--- src/rtl/ilt_pkg.sv ---
// ----------------------------------------------------------------------------
// ilt_pkg
// Types and codes shared by the configuration line tokenizer modules.
// ----------------------------------------------------------------------------
package ilt_pkg;

   // Character constants.
   localparam logic [7:0] CHAR_NL  = 8'h0A;
   localparam logic [7:0] CHAR_LBR = 8'h5B;
   localparam logic [7:0] CHAR_RBR = 8'h5D;
   localparam logic [7:0] CHAR_EQ  = 8'h3D;
   localparam logic [7:0] CHAR_UND = 8'h5F;
   localparam logic [7:0] CHAR_DSH = 8'h2D;

   // Byte roles.
   localparam logic [2:0] ROLE_IGNORED = 3'd0;
   localparam logic [2:0] ROLE_SECTION = 3'd1;
   localparam logic [2:0] ROLE_NAME    = 3'd2;
   localparam logic [2:0] ROLE_VALUE   = 3'd3;
   localparam logic [2:0] ROLE_DELIM   = 3'd4;

   // Token start codes.
   localparam logic [2:0] START_NONE  = 3'd0;
   localparam logic [2:0] START_SECT  = 3'd1;
   localparam logic [2:0] START_NAME  = 3'd2;
   localparam logic [2:0] START_VALUE = 3'd3;
   localparam logic [2:0] START_EMPTY = 3'd4;

   // Error codes.
   localparam logic [3:0] ERR_NONE       = 4'd0;
   localparam logic [3:0] ERR_LINE_START = 4'd1;
   localparam logic [3:0] ERR_SECT_START = 4'd2;
   localparam logic [3:0] ERR_SECTION    = 4'd3;
   localparam logic [3:0] ERR_NAME_EOL   = 4'd4;
   localparam logic [3:0] ERR_NAME       = 4'd5;
   localparam logic [3:0] ERR_PRE_EQ_EOL = 4'd6;
   localparam logic [3:0] ERR_PRE_EQ     = 4'd7;
   localparam logic [3:0] ERR_POST_EQ    = 4'd8;
   localparam logic [3:0] ERR_VALUE      = 4'd9;
   localparam logic [3:0] ERR_END        = 4'd10;

   // Request word.
   typedef struct packed {
      logic [7:0] byte_in;
      logic       last_of_line;
   } req_payload_type;

   // Response word.
   typedef struct packed {
      logic [2:0] byte_role;
      logic [2:0] token_start;
      logic [3:0] error_code;
      logic       line_done;
      logic       line_ok;
      logic       saw_section;
      logic       saw_name;
      logic       saw_value;
   } rsp_payload_type;

   // Classified byte, as it travels from front to back.
   typedef struct packed {
      logic is_nl;
      logic is_space;
      logic is_lbr;
      logic is_rbr;
      logic is_eq;
      logic is_ident;
      logic is_print;
      logic last;
   } ilt_class_type;

endpackage

--- src/rtl/ilt_front.sv ---
// ----------------------------------------------------------------------------
// ilt_front
// Accepts request words and sorts each byte into its character classes.
// ----------------------------------------------------------------------------
module ilt_front (
   input  logic                     req_valid,
   output logic                     req_ready,
   input  ilt_pkg::req_payload_type req_payload,
   input  logic                     queue_full,
   output logic                     push,
   output ilt_pkg::ilt_class_type   push_item
);
   import ilt_pkg::*;

   logic [7:0] c;

   assign c = req_payload.byte_in;

   // A word is taken whenever the queue has room.
   assign req_ready = !queue_full;
   assign push      = req_valid && !queue_full;

   // ASCII class decode.
   always_comb begin
      push_item          = '0;
      push_item.is_nl    = (c == CHAR_NL);
      push_item.is_space = (c inside {[8'h09:8'h0D], 8'h20});
      push_item.is_lbr   = (c == CHAR_LBR);
      push_item.is_rbr   = (c == CHAR_RBR);
      push_item.is_eq    = (c == CHAR_EQ);
      push_item.is_ident = (c inside {[8'h30:8'h39], [8'h41:8'h5A], [8'h61:8'h7A]})
                           || (c == CHAR_UND) || (c == CHAR_DSH);
      push_item.is_print = (c inside {[8'h20:8'h7E]});
      push_item.last     = req_payload.last_of_line;
   end

endmodule

--- src/rtl/ilt_queue.sv ---
// ----------------------------------------------------------------------------
// ilt_queue
// Short first-in first-out queue of classified bytes between front and back.
// ----------------------------------------------------------------------------
module ilt_queue #(
   parameter int DEPTH = 2
) (
   input  logic                   clock,
   input  logic                   reset,
   input  logic                   push,
   input  ilt_pkg::ilt_class_type push_item,
   output logic                   full,
   output logic                   pop_valid,
   output ilt_pkg::ilt_class_type pop_item,
   input  logic                   pop
);
   import ilt_pkg::*;

   localparam int PTR_W = $clog2(DEPTH);
   localparam int CNT_W = $clog2(DEPTH + 1);

   ilt_class_type store_ff [DEPTH];
   logic [PTR_W-1:0] wr_ptr_ff, wr_ptr_in;
   logic [PTR_W-1:0] rd_ptr_ff, rd_ptr_in;
   logic [CNT_W-1:0] count_ff, count_in;

   assign full      = (count_ff == CNT_W'(DEPTH));
   assign pop_valid = (count_ff != '0);
   assign pop_item  = store_ff[rd_ptr_ff];

   // Pointer and fill count update.
   always_comb begin
      wr_ptr_in = wr_ptr_ff;
      rd_ptr_in = rd_ptr_ff;
      count_in  = count_ff;
      if (push) begin
         wr_ptr_in = (wr_ptr_ff == PTR_W'(DEPTH - 1)) ? '0 : wr_ptr_ff + 1'b1;
      end
      if (pop) begin
         rd_ptr_in = (rd_ptr_ff == PTR_W'(DEPTH - 1)) ? '0 : rd_ptr_ff + 1'b1;
      end
      if (push && !pop) begin
         count_in = count_ff + 1'b1;
      end else if (pop && !push) begin
         count_in = count_ff - 1'b1;
      end
   end

   always_ff @(posedge clock) begin
      if (reset) begin
         wr_ptr_ff <= '0;
         rd_ptr_ff <= '0;
         count_ff  <= '0;
      end else begin
         wr_ptr_ff <= wr_ptr_in;
         rd_ptr_ff <= rd_ptr_in;
         count_ff  <= count_in;
      end
   end

   // Entry storage needs no reset.
   always_ff @(posedge clock) begin
      if (push) begin
         store_ff[wr_ptr_ff] <= push_item;
      end
   end

endmodule

--- src/rtl/ilt_back.sv ---
// ----------------------------------------------------------------------------
// ilt_back
// Runs the line parser state machine on classified bytes and holds the
// response word in an output register.
// ----------------------------------------------------------------------------
module ilt_back (
   input  logic                     clock,
   input  logic                     reset,
   input  logic                     item_valid,
   input  ilt_pkg::ilt_class_type   item,
   output logic                     pop,
   output logic                     rsp_valid,
   input  logic                     rsp_ready,
   output ilt_pkg::rsp_payload_type rsp_payload
);
   import ilt_pkg::*;

   // Parser states.
   localparam logic [2:0] ST_INIT    = 3'd0;
   localparam logic [2:0] ST_SSTART  = 3'd1;
   localparam logic [2:0] ST_SECTION = 3'd2;
   localparam logic [2:0] ST_NAME    = 3'd3;
   localparam logic [2:0] ST_PRE_EQ  = 3'd4;
   localparam logic [2:0] ST_POST_EQ = 3'd5;
   localparam logic [2:0] ST_VALUE   = 3'd6;
   localparam logic [2:0] ST_END     = 3'd7;

   // Bits of the found flags.
   localparam int FOUND_SECTION = 0;
   localparam int FOUND_NAME    = 1;
   localparam int FOUND_VALUE   = 2;

   logic [2:0]      state_ff, state_in;
   logic            stopped_ff, stopped_in;
   logic            failed_ff, failed_in;
   logic [2:0]      found_ff, found_in;
   logic            rsp_valid_ff, rsp_valid_in;
   rsp_payload_type rsp_payload_ff, rsp_payload_in;

   logic [2:0]      role;
   logic [2:0]      start;
   logic [3:0]      err;
   logic [2:0]      st_next;
   logic            stop_next;
   logic            fail_next;
   logic [2:0]      found_next;

   // A byte is processed whenever the output register is free or draining.
   assign pop         = item_valid && (!rsp_valid_ff || rsp_ready);
   assign rsp_valid   = rsp_valid_ff;
   assign rsp_payload = rsp_payload_ff;

   // State transition and per-byte classification.
   always_comb begin
      role       = ROLE_IGNORED;
      start      = START_NONE;
      err        = ERR_NONE;
      st_next    = state_ff;
      stop_next  = stopped_ff;
      fail_next  = failed_ff;
      found_next = found_ff;
      if (!stopped_ff) begin
         case (state_ff)
            ST_INIT: begin
               if (item.is_nl) begin
                  role      = ROLE_DELIM;
                  stop_next = 1'b1;
               end else if (item.is_space) begin
                  role = ROLE_IGNORED;
               end else if (item.is_lbr) begin
                  role    = ROLE_DELIM;
                  st_next = ST_SSTART;
               end else if (item.is_ident) begin
                  role                   = ROLE_NAME;
                  start                  = START_NAME;
                  found_next[FOUND_NAME] = 1'b1;
                  st_next                = ST_NAME;
               end else begin
                  err = ERR_LINE_START;
               end
            end
            ST_SSTART: begin
               if (item.is_ident) begin
                  role                      = ROLE_SECTION;
                  start                     = START_SECT;
                  found_next[FOUND_SECTION] = 1'b1;
                  st_next                   = ST_SECTION;
               end else begin
                  err = ERR_SECT_START;
               end
            end
            ST_SECTION: begin
               if (item.is_rbr) begin
                  role    = ROLE_DELIM;
                  st_next = ST_END;
               end else if (item.is_ident) begin
                  role = ROLE_SECTION;
               end else begin
                  err = ERR_SECTION;
               end
            end
            ST_NAME: begin
               if (item.is_nl) begin
                  err = ERR_NAME_EOL;
               end else if (item.is_space) begin
                  role    = ROLE_DELIM;
                  st_next = ST_PRE_EQ;
               end else if (item.is_eq) begin
                  role    = ROLE_DELIM;
                  st_next = ST_POST_EQ;
               end else if (item.is_ident) begin
                  role = ROLE_NAME;
               end else begin
                  err = ERR_NAME;
               end
            end
            ST_PRE_EQ: begin
               if (item.is_nl) begin
                  err = ERR_PRE_EQ_EOL;
               end else if (item.is_space) begin
                  role = ROLE_IGNORED;
               end else if (item.is_eq) begin
                  role    = ROLE_DELIM;
                  st_next = ST_POST_EQ;
               end else begin
                  err = ERR_PRE_EQ;
               end
            end
            ST_POST_EQ: begin
               if (item.is_nl) begin
                  role                    = ROLE_DELIM;
                  start                   = START_EMPTY;
                  found_next[FOUND_VALUE] = 1'b1;
                  st_next                 = ST_END;
               end else if (item.is_space) begin
                  role = ROLE_IGNORED;
               end else if (item.is_print) begin
                  role                    = ROLE_VALUE;
                  start                   = START_VALUE;
                  found_next[FOUND_VALUE] = 1'b1;
                  st_next                 = ST_VALUE;
               end else begin
                  err = ERR_POST_EQ;
               end
            end
            ST_VALUE: begin
               if (item.is_nl) begin
                  role    = ROLE_DELIM;
                  st_next = ST_END;
               end else if (item.is_print) begin
                  role = ROLE_VALUE;
               end else begin
                  err = ERR_VALUE;
               end
            end
            default: begin
               // End of line: only white space may follow.
               if (!item.is_space) begin
                  err = ERR_END;
               end
            end
         endcase
         // The illegal byte itself carries no role and stops the line.
         if (err != ERR_NONE) begin
            role      = ROLE_IGNORED;
            start     = START_NONE;
            stop_next = 1'b1;
            fail_next = 1'b1;
         end
      end
   end

   // Response word and next parser state.
   always_comb begin
      rsp_payload_in             = '0;
      rsp_payload_in.byte_role   = role;
      rsp_payload_in.token_start = start;
      rsp_payload_in.error_code  = err;
      rsp_payload_in.line_done   = item.last;
      rsp_payload_in.line_ok     = item.last && !fail_next;
      rsp_payload_in.saw_section = item.last && found_next[FOUND_SECTION];
      rsp_payload_in.saw_name    = item.last && found_next[FOUND_NAME];
      rsp_payload_in.saw_value   = item.last && found_next[FOUND_VALUE];

      state_in   = state_ff;
      stopped_in = stopped_ff;
      failed_in  = failed_ff;
      found_in   = found_ff;
      if (pop) begin
         if (item.last) begin
            state_in   = ST_INIT;
            stopped_in = 1'b0;
            failed_in  = 1'b0;
            found_in   = '0;
         end else begin
            state_in   = st_next;
            stopped_in = stop_next;
            failed_in  = fail_next;
            found_in   = found_next;
         end
      end

      rsp_valid_in = rsp_valid_ff;
      if (pop) begin
         rsp_valid_in = 1'b1;
      end else if (rsp_ready) begin
         rsp_valid_in = 1'b0;
      end
   end

   always_ff @(posedge clock) begin
      if (reset) begin
         state_ff     <= ST_INIT;
         stopped_ff   <= 1'b0;
         failed_ff    <= 1'b0;
         found_ff     <= '0;
         rsp_valid_ff <= 1'b0;
      end else begin
         state_ff     <= state_in;
         stopped_ff   <= stopped_in;
         failed_ff    <= failed_in;
         found_ff     <= found_in;
         rsp_valid_ff <= rsp_valid_in;
      end
   end

   // Response payload needs no reset.
   always_ff @(posedge clock) begin
      if (pop) begin
         rsp_payload_ff <= rsp_payload_in;
      end
   end

endmodule

--- src/rtl/ini_line_tokenizer_unit.sv ---
// ----------------------------------------------------------------------------
// ini_line_tokenizer_unit
// Configuration line tokenizer: classifies the bytes of a section header or
// name = value line, one byte per word, and reports roles, token starts,
// errors and a line summary.
//
//   Channel  Direction  Handshake              Word
//   req_     in         req_valid / req_ready  byte_in, last_of_line
//   rsp_     out        rsp_valid / rsp_ready  role, start, error, summary
//
// One word per cycle is sustained while responses are taken; a byte taken is
// first written into the queue, then the parser writes its response to the output register.
// The parser state machine handles one byte per cycle unless stalled, and sets the rate.
// Reset is synchronous and empties the queue and the output register.
// A stalled response holds the parser; requests keep flowing until the queue
// of QUEUE_DEPTH words is full.
// ----------------------------------------------------------------------------
module ini_line_tokenizer_unit #(
   parameter int QUEUE_DEPTH = 2
) (
   input  logic                     clock,
   input  logic                     reset,
   input  logic                     req_valid,
   output logic                     req_ready,
   input  ilt_pkg::req_payload_type req_payload,
   output logic                     rsp_valid,
   input  logic                     rsp_ready,
   output ilt_pkg::rsp_payload_type rsp_payload
);
   import ilt_pkg::*;

   logic          queue_full;
   logic          push;
   ilt_class_type push_item;
   logic          pop_valid;
   ilt_class_type pop_item;
   logic          pop;

   // Front: take request words and decode character classes.
   ilt_front u_front (
      .req_valid   (req_valid),
      .req_ready   (req_ready),
      .req_payload (req_payload),
      .queue_full  (queue_full),
      .push        (push),
      .push_item   (push_item)
   );

   // Queue between front and back.
   ilt_queue #(
      .DEPTH (QUEUE_DEPTH)
   ) u_queue (
      .clock     (clock),
      .reset     (reset),
      .push      (push),
      .push_item (push_item),
      .full      (queue_full),
      .pop_valid (pop_valid),
      .pop_item  (pop_item),
      .pop       (pop)
   );

   // Back: parser state machine and response register.
   ilt_back u_back (
      .clock       (clock),
      .reset       (reset),
      .item_valid  (pop_valid),
      .item        (pop_item),
      .pop         (pop),
      .rsp_valid   (rsp_valid),
      .rsp_ready   (rsp_ready),
      .rsp_payload (rsp_payload)
   );

endmodule

--- config.mk ---
export PLATFORM = sky130hd
export DESIGN_NAME = ini_line_tokenizer_unit
export DESIGN_NICKNAME = d
export VERILOG_FILES = /design/src/rtl/ilt_pkg.sv /design/src/rtl/ilt_front.sv /design/src/rtl/ilt_queue.sv /design/src/rtl/ilt_back.sv /design/src/rtl/ini_line_tokenizer_unit.sv
export SDC_FILE = /design/constraint.sdc
export NUM_CORES = 1
export LEC_CHECK = 0
export BUFFER_PORTS_ARGS = -buffer_cell sky130_fd_sc_hd__buf_2
export CAP_MARGIN = 0
export CORE_MARGIN = 2
export CORE_UTILIZATION = 45
export CTS_BUF_LIST = sky130_fd_sc_hd__clkbuf_8 sky130_fd_sc_hd__clkbuf_16
export DETAILED_ROUTE_END_ITERATION = 10
export HOLD_SLACK_MARGIN = 0.08
export PLACE_DENSITY = 0.67
export SYNTH_ARGS = -nofsm -noshare
export SYNTH_HDL_FRONTEND = slang
export SYNTH_HIERARCHICAL = 1
export SYNTH_SLANG_ARGS = --single-unit
--- constraint.sdc ---
create_clock -name clock -period 2.08 [get_ports clock]
set_input_delay 0.312 -clock clock [delete_from_list [all_inputs] [get_ports clock]]
set_output_delay 0.312 -clock clock [all_outputs]
set_load 0.05 [all_outputs]
# Yosys cells after proc, flatten, opt, wreduce, memory -nomap -nowiden
# Memories as Yosys holds them, arrays and structs flattened. A register that Yosys moved wholly into a read port is not among the register bits.
# Index checks and enable logic that the tools add are counted.
# W data, S select, Z words.
dict set report op_classes {
  addsub 4
  multipliers 0
  n_div 0
  n_lt_le_gt_ge 10
  n_eq_ne 26
  shift 0
  muxes 92
  bitwise 0
  reduce_logical 31
}
# operator n
set ops {}
lappend ops {{$mux W3} 37}
lappend ops {{$mux W4} 16}
lappend ops {{$pmux W3 S7} 2}
lappend ops {{$mux W1} 29}
lappend ops {{$pmux W4 S7} 1}
lappend ops {{$eq A8 B6 Y1 const B} 3}
lappend ops {{$eq A8 B7 Y1 const B} 3}
lappend ops {{$le A8 B7 Y1 const B} 3}
lappend ops {{$ne A3 B2 Y1 const B} 6}
lappend ops {{$ge A8 B6 Y1 const B} 2}
lappend ops {{$ge A8 B7 Y1 const B} 2}
lappend ops {{$reduce_and A14 Y1} 1}
lappend ops {{$logic_and A1 B1 Y1} 13}
lappend ops {{$mux W2} 6}
lappend ops {{$eq A3 B3 Y1 const B} 3}
lappend ops {{$pmux W3 S3} 1}
lappend ops {{$eq A8 B4 Y1 const B} 1}
lappend ops {{$ge A8 B4 Y1 const B} 1}
lappend ops {{$le A8 B4 Y1 const B} 1}
lappend ops {{$le A8 B6 Y1 const B} 1}
lappend ops {{$ne A4 B3 Y1 const B} 2}
lappend ops {{$reduce_bool A2 Y1} 4}
lappend ops {{$reduce_bool A8 Y1} 1}
lappend ops {{$eq A3 B2 Y1 const B} 2}
lappend ops {{14 further kinds} 22}
dict set report word_totals {
  regBits 28
  latchBits 0
  mem_bits_rw 16
  rom_bits 0
  input_bits 13
  n_memories 1
}
# name words word_bits rd rd_clocked_by_memory_dff wr line
set memory_table {}
lappend memory_table {u_queue.store_ff 2 8 1 1 1 ilt_queue.sv:22} ;# ilt_class_type store_ff [DEPTH];

# Longest topological paths before layout
# Gate-level depths: netlist (run 1).
dict set report logic_depth {
  ltp_word 11
  ltp_mapped 8
  mapped_depth_nobuf 7
}

# Cells and area by module
# The synthesis (run 1) kept the hierarchy.
# mod instances cells_each area_each_um2 seq_area_each_um2
set by_module_without_submodules {}
lappend by_module_without_submodules {ilt_back 1 155 1446.4 630.6}
lappend by_module_without_submodules {ilt_queue 1 47 785.8 580.6}
lappend by_module_without_submodules {ilt_front 1 37 245.2 0.0}

# Least setup slack after synthesis (run 1)
# No wires, ideal clock.
dict set report synth_path {
  path_type {register to register}
  start {reg with a tool-made name}
  end {reg u_back.state_ff[0]}
  setup_time_ns 0.072
  arrival_ns 2.129
  path_slack_ns -0.121
  path_stages_with_launch 8
  period_less_slack_ns 2.201
  path_cell_list {dfxtp_1 > buf_2 > mux2_2 > buf_6 > or2_4 > mux4_2 > a2111oi_4 > mux2i_1}
}
# item line
set synth_rtl {}
lappend synth_rtl {{end signal, assigned} ilt_back.sv:219} ;# state_ff <= state_in;
lappend synth_rtl {{end, declared} ilt_back.sv:33} ;# logic [2:0] state_ff, state_in;

==> run_results.csv, run 1 <==
group,metric,value,unit
power,power_density,1280,mW/mm²
die,die_area,0.00611,mm²
route,wl,4.93,mm
route,via_per_inst,5.46,
clock_tree,numCtsBuffers,5,
global_routing,track_usage,16.8,%
place,hpwl,3.61,mm
yosys,synth_area_leaders,"edfxtp_1 (38%), dfxtp_1 (11%), nor2_1 (4.2%)",
sta,fmax,483,MHz
sta,maxSlewHeadroom,69.5,%
place,placed_cells_incl_taps,348,
final_layout,drive_above_1_share,31.6,%
die,fp-row-count,27,
yosys,syn-instance-count,239,
global_routing,grt_pass1_wl,8.20,mm
sta,fin_ws,11.2,ps
job,drv_cap,0,
sta,finalHoldViolations,0,
final_layout,num-fill-cells,501,
global_routing,first_global_vias,1842,
final_layout,area_growth,17.8,%
clock_tree,root_buffer,"clkbuf_8",
place,portBuffers,29,
global_routing,grt_antenna_before_repair,0,
worst_setup_path,cp_num_buf_inv,0,
sta,rsz0062_at_grt,"true",
worst_setup_path,worst_setup_path_start_kind,"flip-flop",
worst_setup_path,cp_slowest_cell,"mux4_2",
hold_path,hold_path_class,"input pin to flip-flop",
yosys,synth_top_cell_by_area,"edfxtp_1",
worst_setup_path,crit_family,"multiplexers",
sta,slew_viol_final,0,
yosys,syn_area,0.00248,mm²
clock_tree,cts.sinks,45,
place,place.gp.congestion,0.935,
clock_tree,cts_hold_buf,0,
sta,fin_skew,10.4,ps
yosys,synth_fp_nets,253,
route,drtIter0Drc,175,
yosys,synth-async-reset-ratio,0,%
power,power_leakage,0.00113,µW
final_layout,utilization,54.0,%
yosys,avgSynthCellArea,10.4,µm²
yosys,ys_ff_latch,45,
final_layout,layout.cells.non_filler,357,
yosys,synth_top_area_share,37.6,%
worst_setup_path,crit_type,"flip-flop to flip-flop",
place,place_ws,-98.9,ps
die,core_area,0.00541,mm²
route,via_count,1950,
sta,period_share,99.5,%
worst_setup_path,crit_fanout,4,
die,start_util,45.8,%
worst_setup_path,path_cells,"mux2_4 -> or2_4 -> mux4_2 -> a2111oi_4 -> mux2i_1",
route,antenna_left,0,
final_layout,layout_common_cells,"edfxtp_1 (31), buf_2 (29), nor2_1 (27)",
yosys,yosysSeqAreaShare,48.9,%
yosys,synth-edff-count,31,
route,dr.pass1.iters,4,
place,postPlaceCellArea,0.00278,mm²
route,wl_per_cell,13.8,µm
worst_setup_path,critPathRequiredTime,2290,ps
run_status,status,"finished, final reports clean",
clock_tree,cts_max_path_buffers,2,
clock_tree,cts_tree,"done",
die,ios,30,
final_layout,num_antenna_cells,0,
worst_setup_path,cp-end-kind,"flip-flop",
die,fp.dieW,78.2,µm
final_layout,stdcell_area,0.00292,mm²
clock_tree,htree_levels,2,
sta,timing.final.crit_period,2070,ps
yosys,synth_cell_types,60,
yosys,ys_warn_count,6,
clock_tree,clk_pin_slew,80,ps
sta,tightest_slew,457,ps
global_routing,gr-total-overflow,0,
die,die_y,78.2,µm
power,peakVddDrop,0.000499,V
sta,setup_viol,0,
final_layout,fin_nets,299,
worst_setup_path,slowest_delay,470,ps
yosys,synth_ff_type,"edfxtp_1",
final_layout,final_common_cell,"edfxtp_1",
route,drc,0,
worst_setup_path,cp_data_arrival_time,2280,ps
clock_tree,clk_latency,280,ps
global_routing,grt_max_degree,20,
==> power breakdown <==
part / internal [µW] / switching (µW)
Combinational: 633 / 1220
Clock: 228 / 263
Sequential: 1270 / 121
Total: 2130 / 1610
==> synth_stat cells, types with 3 or more instances <==
| cell | count |
|---|---|
| nand2b_1 | 6 |
| nor4_1 | 3 |
| nand3_1 | 4 |
| a21o_1 | 3 |
| buf_2 | 4 |
| nand2_1 | 15 |
| o21ai_0 | 8 |
| a21oi_1 | 20 |
| mux2_2 | 8 |
| edfxtp_1 | 31 |
| nor3_1 | 10 |
| mux2i_1 | 3 |
| nor4b_1 | 3 |
| buf_6 | 4 |
| o21a_1 | 4 |
| a32oi_1 | 3 |
| dfxtp_1 | 14 |
| nor2b_1 | 5 |
| a31oi_1 | 3 |
| inv_1 | 9 |
| nor2_1 | 28 |
==> routing by layer <==
layer | global-route usage [%] | share of wire, % | routed length (µm)
met1 | 19.5 | 42 | 2080
met4 | 5.96 | 2.0 | 101
met3 | 2.76 | 4.1 | 202
met2 | 31.2 | 52 | 2550
met5 | 0 | 0 | 0
==> flip-flops by register name (all words and copies together), names as in the netlist, named ones only <==
register,count
u_back/failed_ff,1
u_back/found_ff,3
u_back/rsp_payload,15
u_back/rsp_valid,1
u_back/state_ff,3
u_back/stopped_ff,1
u_queue/count_ff,2
u_queue/rd_ptr_ff,1
u_queue/store_ff,16
u_queue/wr_ptr_ff,1
==> through the flow <==
step / power (µW) / TNS (ps) / hold slack, ps
after detailed placement: 3200 / -313 / 441
final: 3730 / 0 / 221
after global routing: 3940 / -235 / 217
after CTS: 3730 / 0 / 212
after global placement: 3170 / -126 / 438
after floorplan: 2750 / -334 / 377
==> path summary, 6_finish.rpt <==
path                          from                     end  slack [ps]  depth (start not counted)
hold / removal      req_payload[0]  u_queue/store_ff[1][0]         220                          1
hold reg to reg   u_back/failed_ff        u_back/failed_ff         450                          2
setup reg to reg         flip-flop      u_back/state_ff[1]          10                          5
setup / recovery         flip-flop      u_back/state_ff[1]          10                          5
==> kinds of logic after synthesis <==
group	after synthesis	share of synthesized area, %
simple gates	94	20.8
compound gates	59	16.4
flops	45	48.9
buf+inv	24	6.31
mux	12	5.76
xor+xnor	4	1.41
fa+ha+maj	1	0.505
==> layout make-up <==
| type | instances | area [µm²] | area share (%) |
|---|---|---|---|
| clock buffers | 5 | 68.8 | 2.36 |
| clock inverters | 2 | 12.5 | 0.429 |
| inverters | 9 | 33.8 | 1.16 |
| multi-input cells | 170 | 1150 | 39.5 |
| flip-flops and latches | 45 | 1210 | 41.6 |
| well taps | 72 | 90.1 | 3.09 |
| repair buffers | 54 | 345 | 11.8 |
==> what timing repair did <==
item                                    CTS  global route
endpoints found under the setup margin    4             4
pin swaps                                 1             1
resized for setup                         4             6
buffers inserted                          2             0
gates cloned                              0             0
Note: power is estimated with default switching activity, not from simulation.
==> run 2, diff against run 1 <==
--- a/config.mk
+++ b/config.mk
@@ -15,5 +15,4 @@
 export PLACE_DENSITY = 0.67
 export SYNTH_ARGS = -nofsm -noshare
 export SYNTH_HDL_FRONTEND = slang
-export SYNTH_HIERARCHICAL = 1
 export SYNTH_SLANG_ARGS = --single-unit
==> run 2 against run 1 <==
Against the previous run: clock skew is 2.2 ps lower; global-route usage rose by 1.6 points; register-to-register slack improved by 130 ps; fmax increased by 6.7%; largest power group unchanged.
==> run_results.csv, run 2 <==
group,metric,value,unit
run_status,status,"finished, final reports clean",
yosys,synth_common_cells,"nor2_1 (33), edfxtp_1 (31), nand2_1 (16)",
power,p_sw,1880,µW
route,via_per_inst,5.56,
worst_setup_path,cp-end-kind,"flip-flop",
sta,maxSlewHeadroom,57.9,%
route,drc,0,
route,wl,5.31,mm
yosys,ys_ff_latch,45,
final_layout,drive_above_1_share,29.9,%
die,die_y,79.8,µm
sta,period_share,93.2,%
clock_tree,cts_tree,"done",
final_layout,layout_common_cells,"nor2_1 (33), edfxtp_1 (31), buf_2 (29)",
power,swShare,44.1,%
yosys,synth_fp_nets,260,
sta,timing.final.crit_period,1940,ps
global_routing,grt_antenna_before_repair,0,
yosys,synth-edff-count,31,
clock_tree,cts_max_path_buffers,2,
route,dr.pass1.iters,4,
power,power_density,1420,mW/mm²
yosys,avgSynthCellArea,10.5,µm²
hold_path,hold_path_class,"input pin to flip-flop",
sta,slew_viol_final,0,
place,portBuffers,29,
worst_setup_path,crit_type,"flip-flop to flip-flop",
clock_tree,cts_resized,0,
worst_setup_path,critPathRequiredTime,2310,ps
global_routing,gr-total-overflow,0,
final_layout,final_common_cell,"nor2_1",
sta,setup_viol,0,
sta,tns,0,ps
sta,fmax,516,MHz
clock_tree,post-cts-setup-buffers,0,
yosys,synth_cell_types,65,
clock_tree,htree_levels,2,
power,clockPowerShare,15.6,%
power,peakVddDrop,0.000700,V
power,p_int,2380,µW
route,drtIter0Drc,175,
worst_setup_path,cp_data_arrival_time,2170,ps
place,placed_cells_incl_taps,355,
global_routing,first_global_vias,1926,
yosys,syn-instance-count,246,
clock_tree,root_buffer,"clkbuf_8",
final_layout,layout.cells.non_filler,363,
final_layout,area_growth,16.2,%
clock_tree,clk_pin_slew,90,ps
yosys,syn_area,0.00259,mm²
sta,rsz0062_at_grt,"false",
yosys,synth_top_cell_by_area,"edfxtp_1",
yosys,yosysSeqAreaShare,46.8,%
yosys,synth_area_leaders,"edfxtp_1 (36%), dfxtp_1 (11%), nor2_1 (4.8%)",
yosys,synth.most_common_cell,"nor2_1",
die,fp.dieW,79.8,µm
clock_tree,numCtsBuffers,5,
power,p_comb_share,50.7,%
die,start_util,46.7,%
power,seqPwrFrac,33.7,%
yosys,synth-async-reset-ratio,0,%
global_routing,grt_max_degree,16,
job,drv_cap,0,
sta,fin_skew,8.13,ps
sta,tightest_slew,632,ps
route,wl_per_cell,14.6,µm
worst_setup_path,crit_fanout,10,
place,place.gp.congestion,0.928,
global_routing,grt_pass1_wl,9.14,mm
place,hpwl,3.97,mm
yosys,ys_warn_count,0,
route,antenna_left,0,
clock_tree,cts.sinks,45,
power,power_leakage,0.00116,µW
final_layout,largest_register_ffs,16,
yosys,synth_ff_type,"edfxtp_1",
die,die_area,0.00637,mm²
die,core_area,0.00554,mm²
final_layout,fin_nets,304,
global_routing,track_usage,18.4,%
clock_tree,clk_latency,300,ps
worst_setup_path,worst_setup_path_start_kind,"flip-flop",
sta,finalHoldViolations,0,
route,via_count,2017,
final_layout,regMostFlops,"u_queue.store_ff",
yosys,synth_top_area_share,36.0,%
die,fp-row-count,27,
die,ios,30,
clock_tree,cts_hold_buf,0,
final_layout,num_antenna_cells,0,
## run 2: cell types whose count changed after synthesis, sizes merged, moves of 3 or more
cell	change
o21a	-3
o21ai	+5
nand3	+5
mux2	-3
nor2	+6
mux2i	+8
nor3b	+3
nor2b	-3
a32oi	-3
a21oi	-4
## run 2: layer usage
| metal | vias up | GRT usage, % | wire [µm] |
|---|---|---|---|
| met5 | - | 0 | 0 |
| met4 | 0 | 7.29 | 133 |
| met3 | 12 | 3.28 | 304 |
| met2 | 70 | 30.5 | 2460 |
| met1 | 926 | 24.0 | 2420 |
| li1 | 1009 | - | - |
## run 2: cell families (layout without fill, tap and decap cells)
family | Yosys count | in the layout | share of synthesized area, %
multiplexers | 16 | 16 | 8.99
AND/OR/NAND/NOR | 99 | 99 | 20.0
flip-flops | 45 | 45 | 46.8
adder cells (fa/ha/maj) | 1 | 1 | 0.483
XOR/XNOR | 4 | 4 | 1.35
AO/OA/AOI/OAI | 60 | 60 | 18.0
buffers and inverters | 21 | 66 | 4.30
## run 2: power groups by stage
stage	combinational [µW]	sequential [µW]	clock (µW)
6_report	2160	1430	664
5_1_grt	2340	1460	720
4_1_cts	2170	1430	679
3_5_place_dp	2160	1450	0
3_3_place_gp	2140	1440	0
2_1_floorplan	1270	1840	0
## run 2: path summary, 6_finish.rpt
path,endpoint,slack [ps],cells past startpoint,from
setup / recovery,u_back.state_ff[1],140,7,u_back.state_ff[0]
hold / removal,u_queue.store_ff[1][0],200,1,req_payload[0]
setup reg to reg,u_back.state_ff[1],140,7,u_back.state_ff[0]
hold reg to reg,u_back.found_ff[0],470,2,u_back.found_ff[0]
## run 2: cell type report
class	count	area (µm²)
repair buffers	48	288
well taps	72	90.1
multi-input cells	180	1260
clock buffers	5	68.8
inverters	10	37.5
flip-flops and latches	45	1210
fillers	511	2530
clock inverters	3	43.8
## run 2: critical path: stages, from the launching register on
cell and delay, ps:
dfxtp_1 640, buf_4 260, nor2_1 70, o21ai_0 160, nand4_1 120, a31o_2 260, a21oi_4 190, mux2i_1 190
## run 2: through the flow
step | utilization (%) | worst slack (ps) | hold slack, ps | power (µW) | area [µm²]
floorplan | - | 170 | 411 | 3110 | 2590
global placement | 52.2 | 194 | 447 | 3580 | 2890
detailed placement | 52.2 | 157 | 457 | 3610 | 2890
CTS | 54.2 | 140 | 197 | 4280 | 3000
global route | 54.2 | 26.3 | 195 | 4520 | 3010
finish | 54.2 | 141 | 202 | 4250 | 3010
==> run 3, diff against run 2 <==
--- a/config.mk
+++ b/config.mk
@@ -7,6 +7,7 @@
 export LEC_CHECK = 0
 export BUFFER_PORTS_ARGS = -buffer_cell sky130_fd_sc_hd__buf_2
 export CAP_MARGIN = 0
+export CORE_ASPECT_RATIO = 1.2
 export CORE_MARGIN = 2
 export CORE_UTILIZATION = 45
 export CTS_BUF_LIST = sky130_fd_sc_hd__clkbuf_8 sky130_fd_sc_hd__clkbuf_16
==> run 3 against run 2 <==
Against the previous run: first-iteration DRC count decreased by 4.6%; sequential share of layout area decreased by 0.28 points; via count grew 0.84%; total power about the same; critical path type unchanged; critical endpoint is now u_back.rsp_payload[14].
==> run_results.csv, run 3 (synthesis gave the netlist of run 2 again) <==
group,metric,value,unit
worst_setup_path,worst_setup_path_start_kind,"flip-flop",
clock_tree,cts_max_path_buffers,2,
clock_tree,numCtsBuffers,5,
die,fp-row-count,30,
place,placed_cells_incl_taps,350,
worst_setup_path,cp_data_arrival_time,2110,ps
die,fp.dieW,73.2,µm
hold_path,hold_path_class,"input pin to flip-flop",
power,power_density,1410,mW/mm²
power,power_leakage,0.00117,µW
die,ios,30,
final_layout,drive_above_1_share,30.6,%
route,wl,5.48,mm
route,drtIter0Drc,167,
route,wl_per_cell,15.3,µm
global_routing,gr-total-overflow,0,
die,die_y,87.1,µm
worst_setup_path,crit_type,"flip-flop to flip-flop",
route,drc,0,
clock_tree,clk_pin_slew,80,ps
global_routing,grt_antenna_before_repair,0,
die,die_area,0.00637,mm²
place,portBuffers,29,
place,postPlaceCellArea,0.00293,mm²
final_layout,num_antenna_cells,0,
clock_tree,post-cts-setup-buffers,0,
die,start_util,46.3,%
sta,fmax,507,MHz
route,via_per_inst,5.68,
sta,rsz0062_at_grt,"false",
sta,fin_skew,8.12,ps
sta,setup_viol,0,
clock_tree,cts_tree,"done",
clock_tree,cts.sinks,45,
worst_setup_path,critPathRequiredTime,2220,ps
global_routing,grt_max_degree,16,
run_status,status,"finished, final reports clean",
final_layout,regMostFlops,"u_queue.store_ff",
final_layout,final_common_cell,"nor2_1",
sta,tightest_slew,461,ps
sta,slew_viol_final,0,
power,peakVddDrop,0.000489,V
final_layout,layout.cells.non_filler,358,
final_layout,largest_register_ffs,16,
global_routing,track_usage,19.0,%
place,hpwl,4.28,mm
final_layout,area_growth,17.0,%
die,core_area,0.00559,mm²
route,via_count,2034,
final_layout,layout_common_cells,"nor2_1 (33), edfxtp_1 (31), buf_2 (29)",
job,drv_cap,0,
sta,finalHoldViolations,0,
worst_setup_path,cp_num_buf_inv,1,
worst_setup_path,cp_slowest_cell,"o32a_1",
sta,period_share,94.8,%
final_layout,fin_nets,307,
place,place.gp.congestion,0.879,
clock_tree,root_buffer,"clkbuf_8",
sta,timing.final.crit_period,1970,ps
clock_tree,cts_hold_buf,0,
clock_tree,clk_latency,310,ps
route,dr.pass1.iters,5,
global_routing,first_global_vias,1958,
worst_setup_path,crit_fanout,14,
route,antenna_left,0,
sta,tns,0,ps
worst_setup_path,slowest_delay,380,ps
worst_setup_path,path_cells,"buf_12 -> mux2_2 -> o32a_1 -> o221ai_1 -> o31ai_1 -> a21oi_1",
power,total_power,4260,µW
clock_tree,cts_resized,0,
final_layout,stdcell_area,0.00303,mm²
sta,maxSlewHeadroom,69.2,%
clock_tree,htree_levels,2,
worst_setup_path,crit_family,"compound AO/OA/AOI/OAI gates",
worst_setup_path,cp-end-kind,"flip-flop",
global_routing,grt_pass1_wl,9.18,mm
## run 3: changes by cell type in the layout (fill, tap and decap cells not counted)
| cell | before | now |
|---|---|---|
| bufinv_16 | 1 | 0 |
| clkbuf_8 | 5 | 6 |
| buf_4 | 19 | 20 |
| inv_6 | 1 | 0 |
| buf_12 | 0 | 2 |
| clkinv_4 | 0 | 1 |
## run 3: cell type report
class                           instances  area (µm²)
Multi-Input combinational cell        180        1260
Inverter                               10        37.5
Timing Repair Buffer                   51         335
Tap cell                               64        80.1
Sequential cell                        45        1210
Clock inverter                          2        13.8
Fill cell                             492        2570
Clock buffer                            6        82.6
## run 3: per-layer routing
metal	wire (µm)	global-route usage, %
met1	2230	21.7
met2	2940	34.4
met3	220	3.36
met4	99	7.58
met5	0	0
## run 3: worst reg2reg max path, delay by kind of cell, from the launching register on
kind | cells | cell delay [ps]
buf+inv | 1 | 170
compound gates | 4 | 900
mux | 1 | 370
flops | 1 | 370
## run 3: power breakdown
part / switching [µW] / internal (µW)
logic: 1480 / 816
clock network: 296 / 269
registers: 122 / 1270
total: 1900 / 2360
## run 3: metrics by stage
| step | util [%] | hold WS (ps) | setup slack [ps] |
|---|---|---|---|
| 2_1_floorplan | - | 411 | 170 |
| 3_3_place_gp | 52.4 | 450 | 58.2 |
| 3_5_place_dp | 52.4 | 455 | 77.6 |
| 4_1_cts | 54.1 | 189 | 37.8 |
| 5_1_grt | 54.1 | 198 | 11.2 |
| 6_report | 54.1 | 190 | 109 |
## run 3: final timing paths
kind	from	to	slack, ps	depth (start not counted)
hold / removal	req_payload[0]	u_queue.store_ff[0][0]	190	1
setup / recovery	flip-flop	u_back.rsp_payload[14]	110	6
hold reg to reg	u_back.found_ff[0]	u_back.found_ff[0]	480	2
setup reg to reg	flip-flop	u_back.rsp_payload[14]	110	6
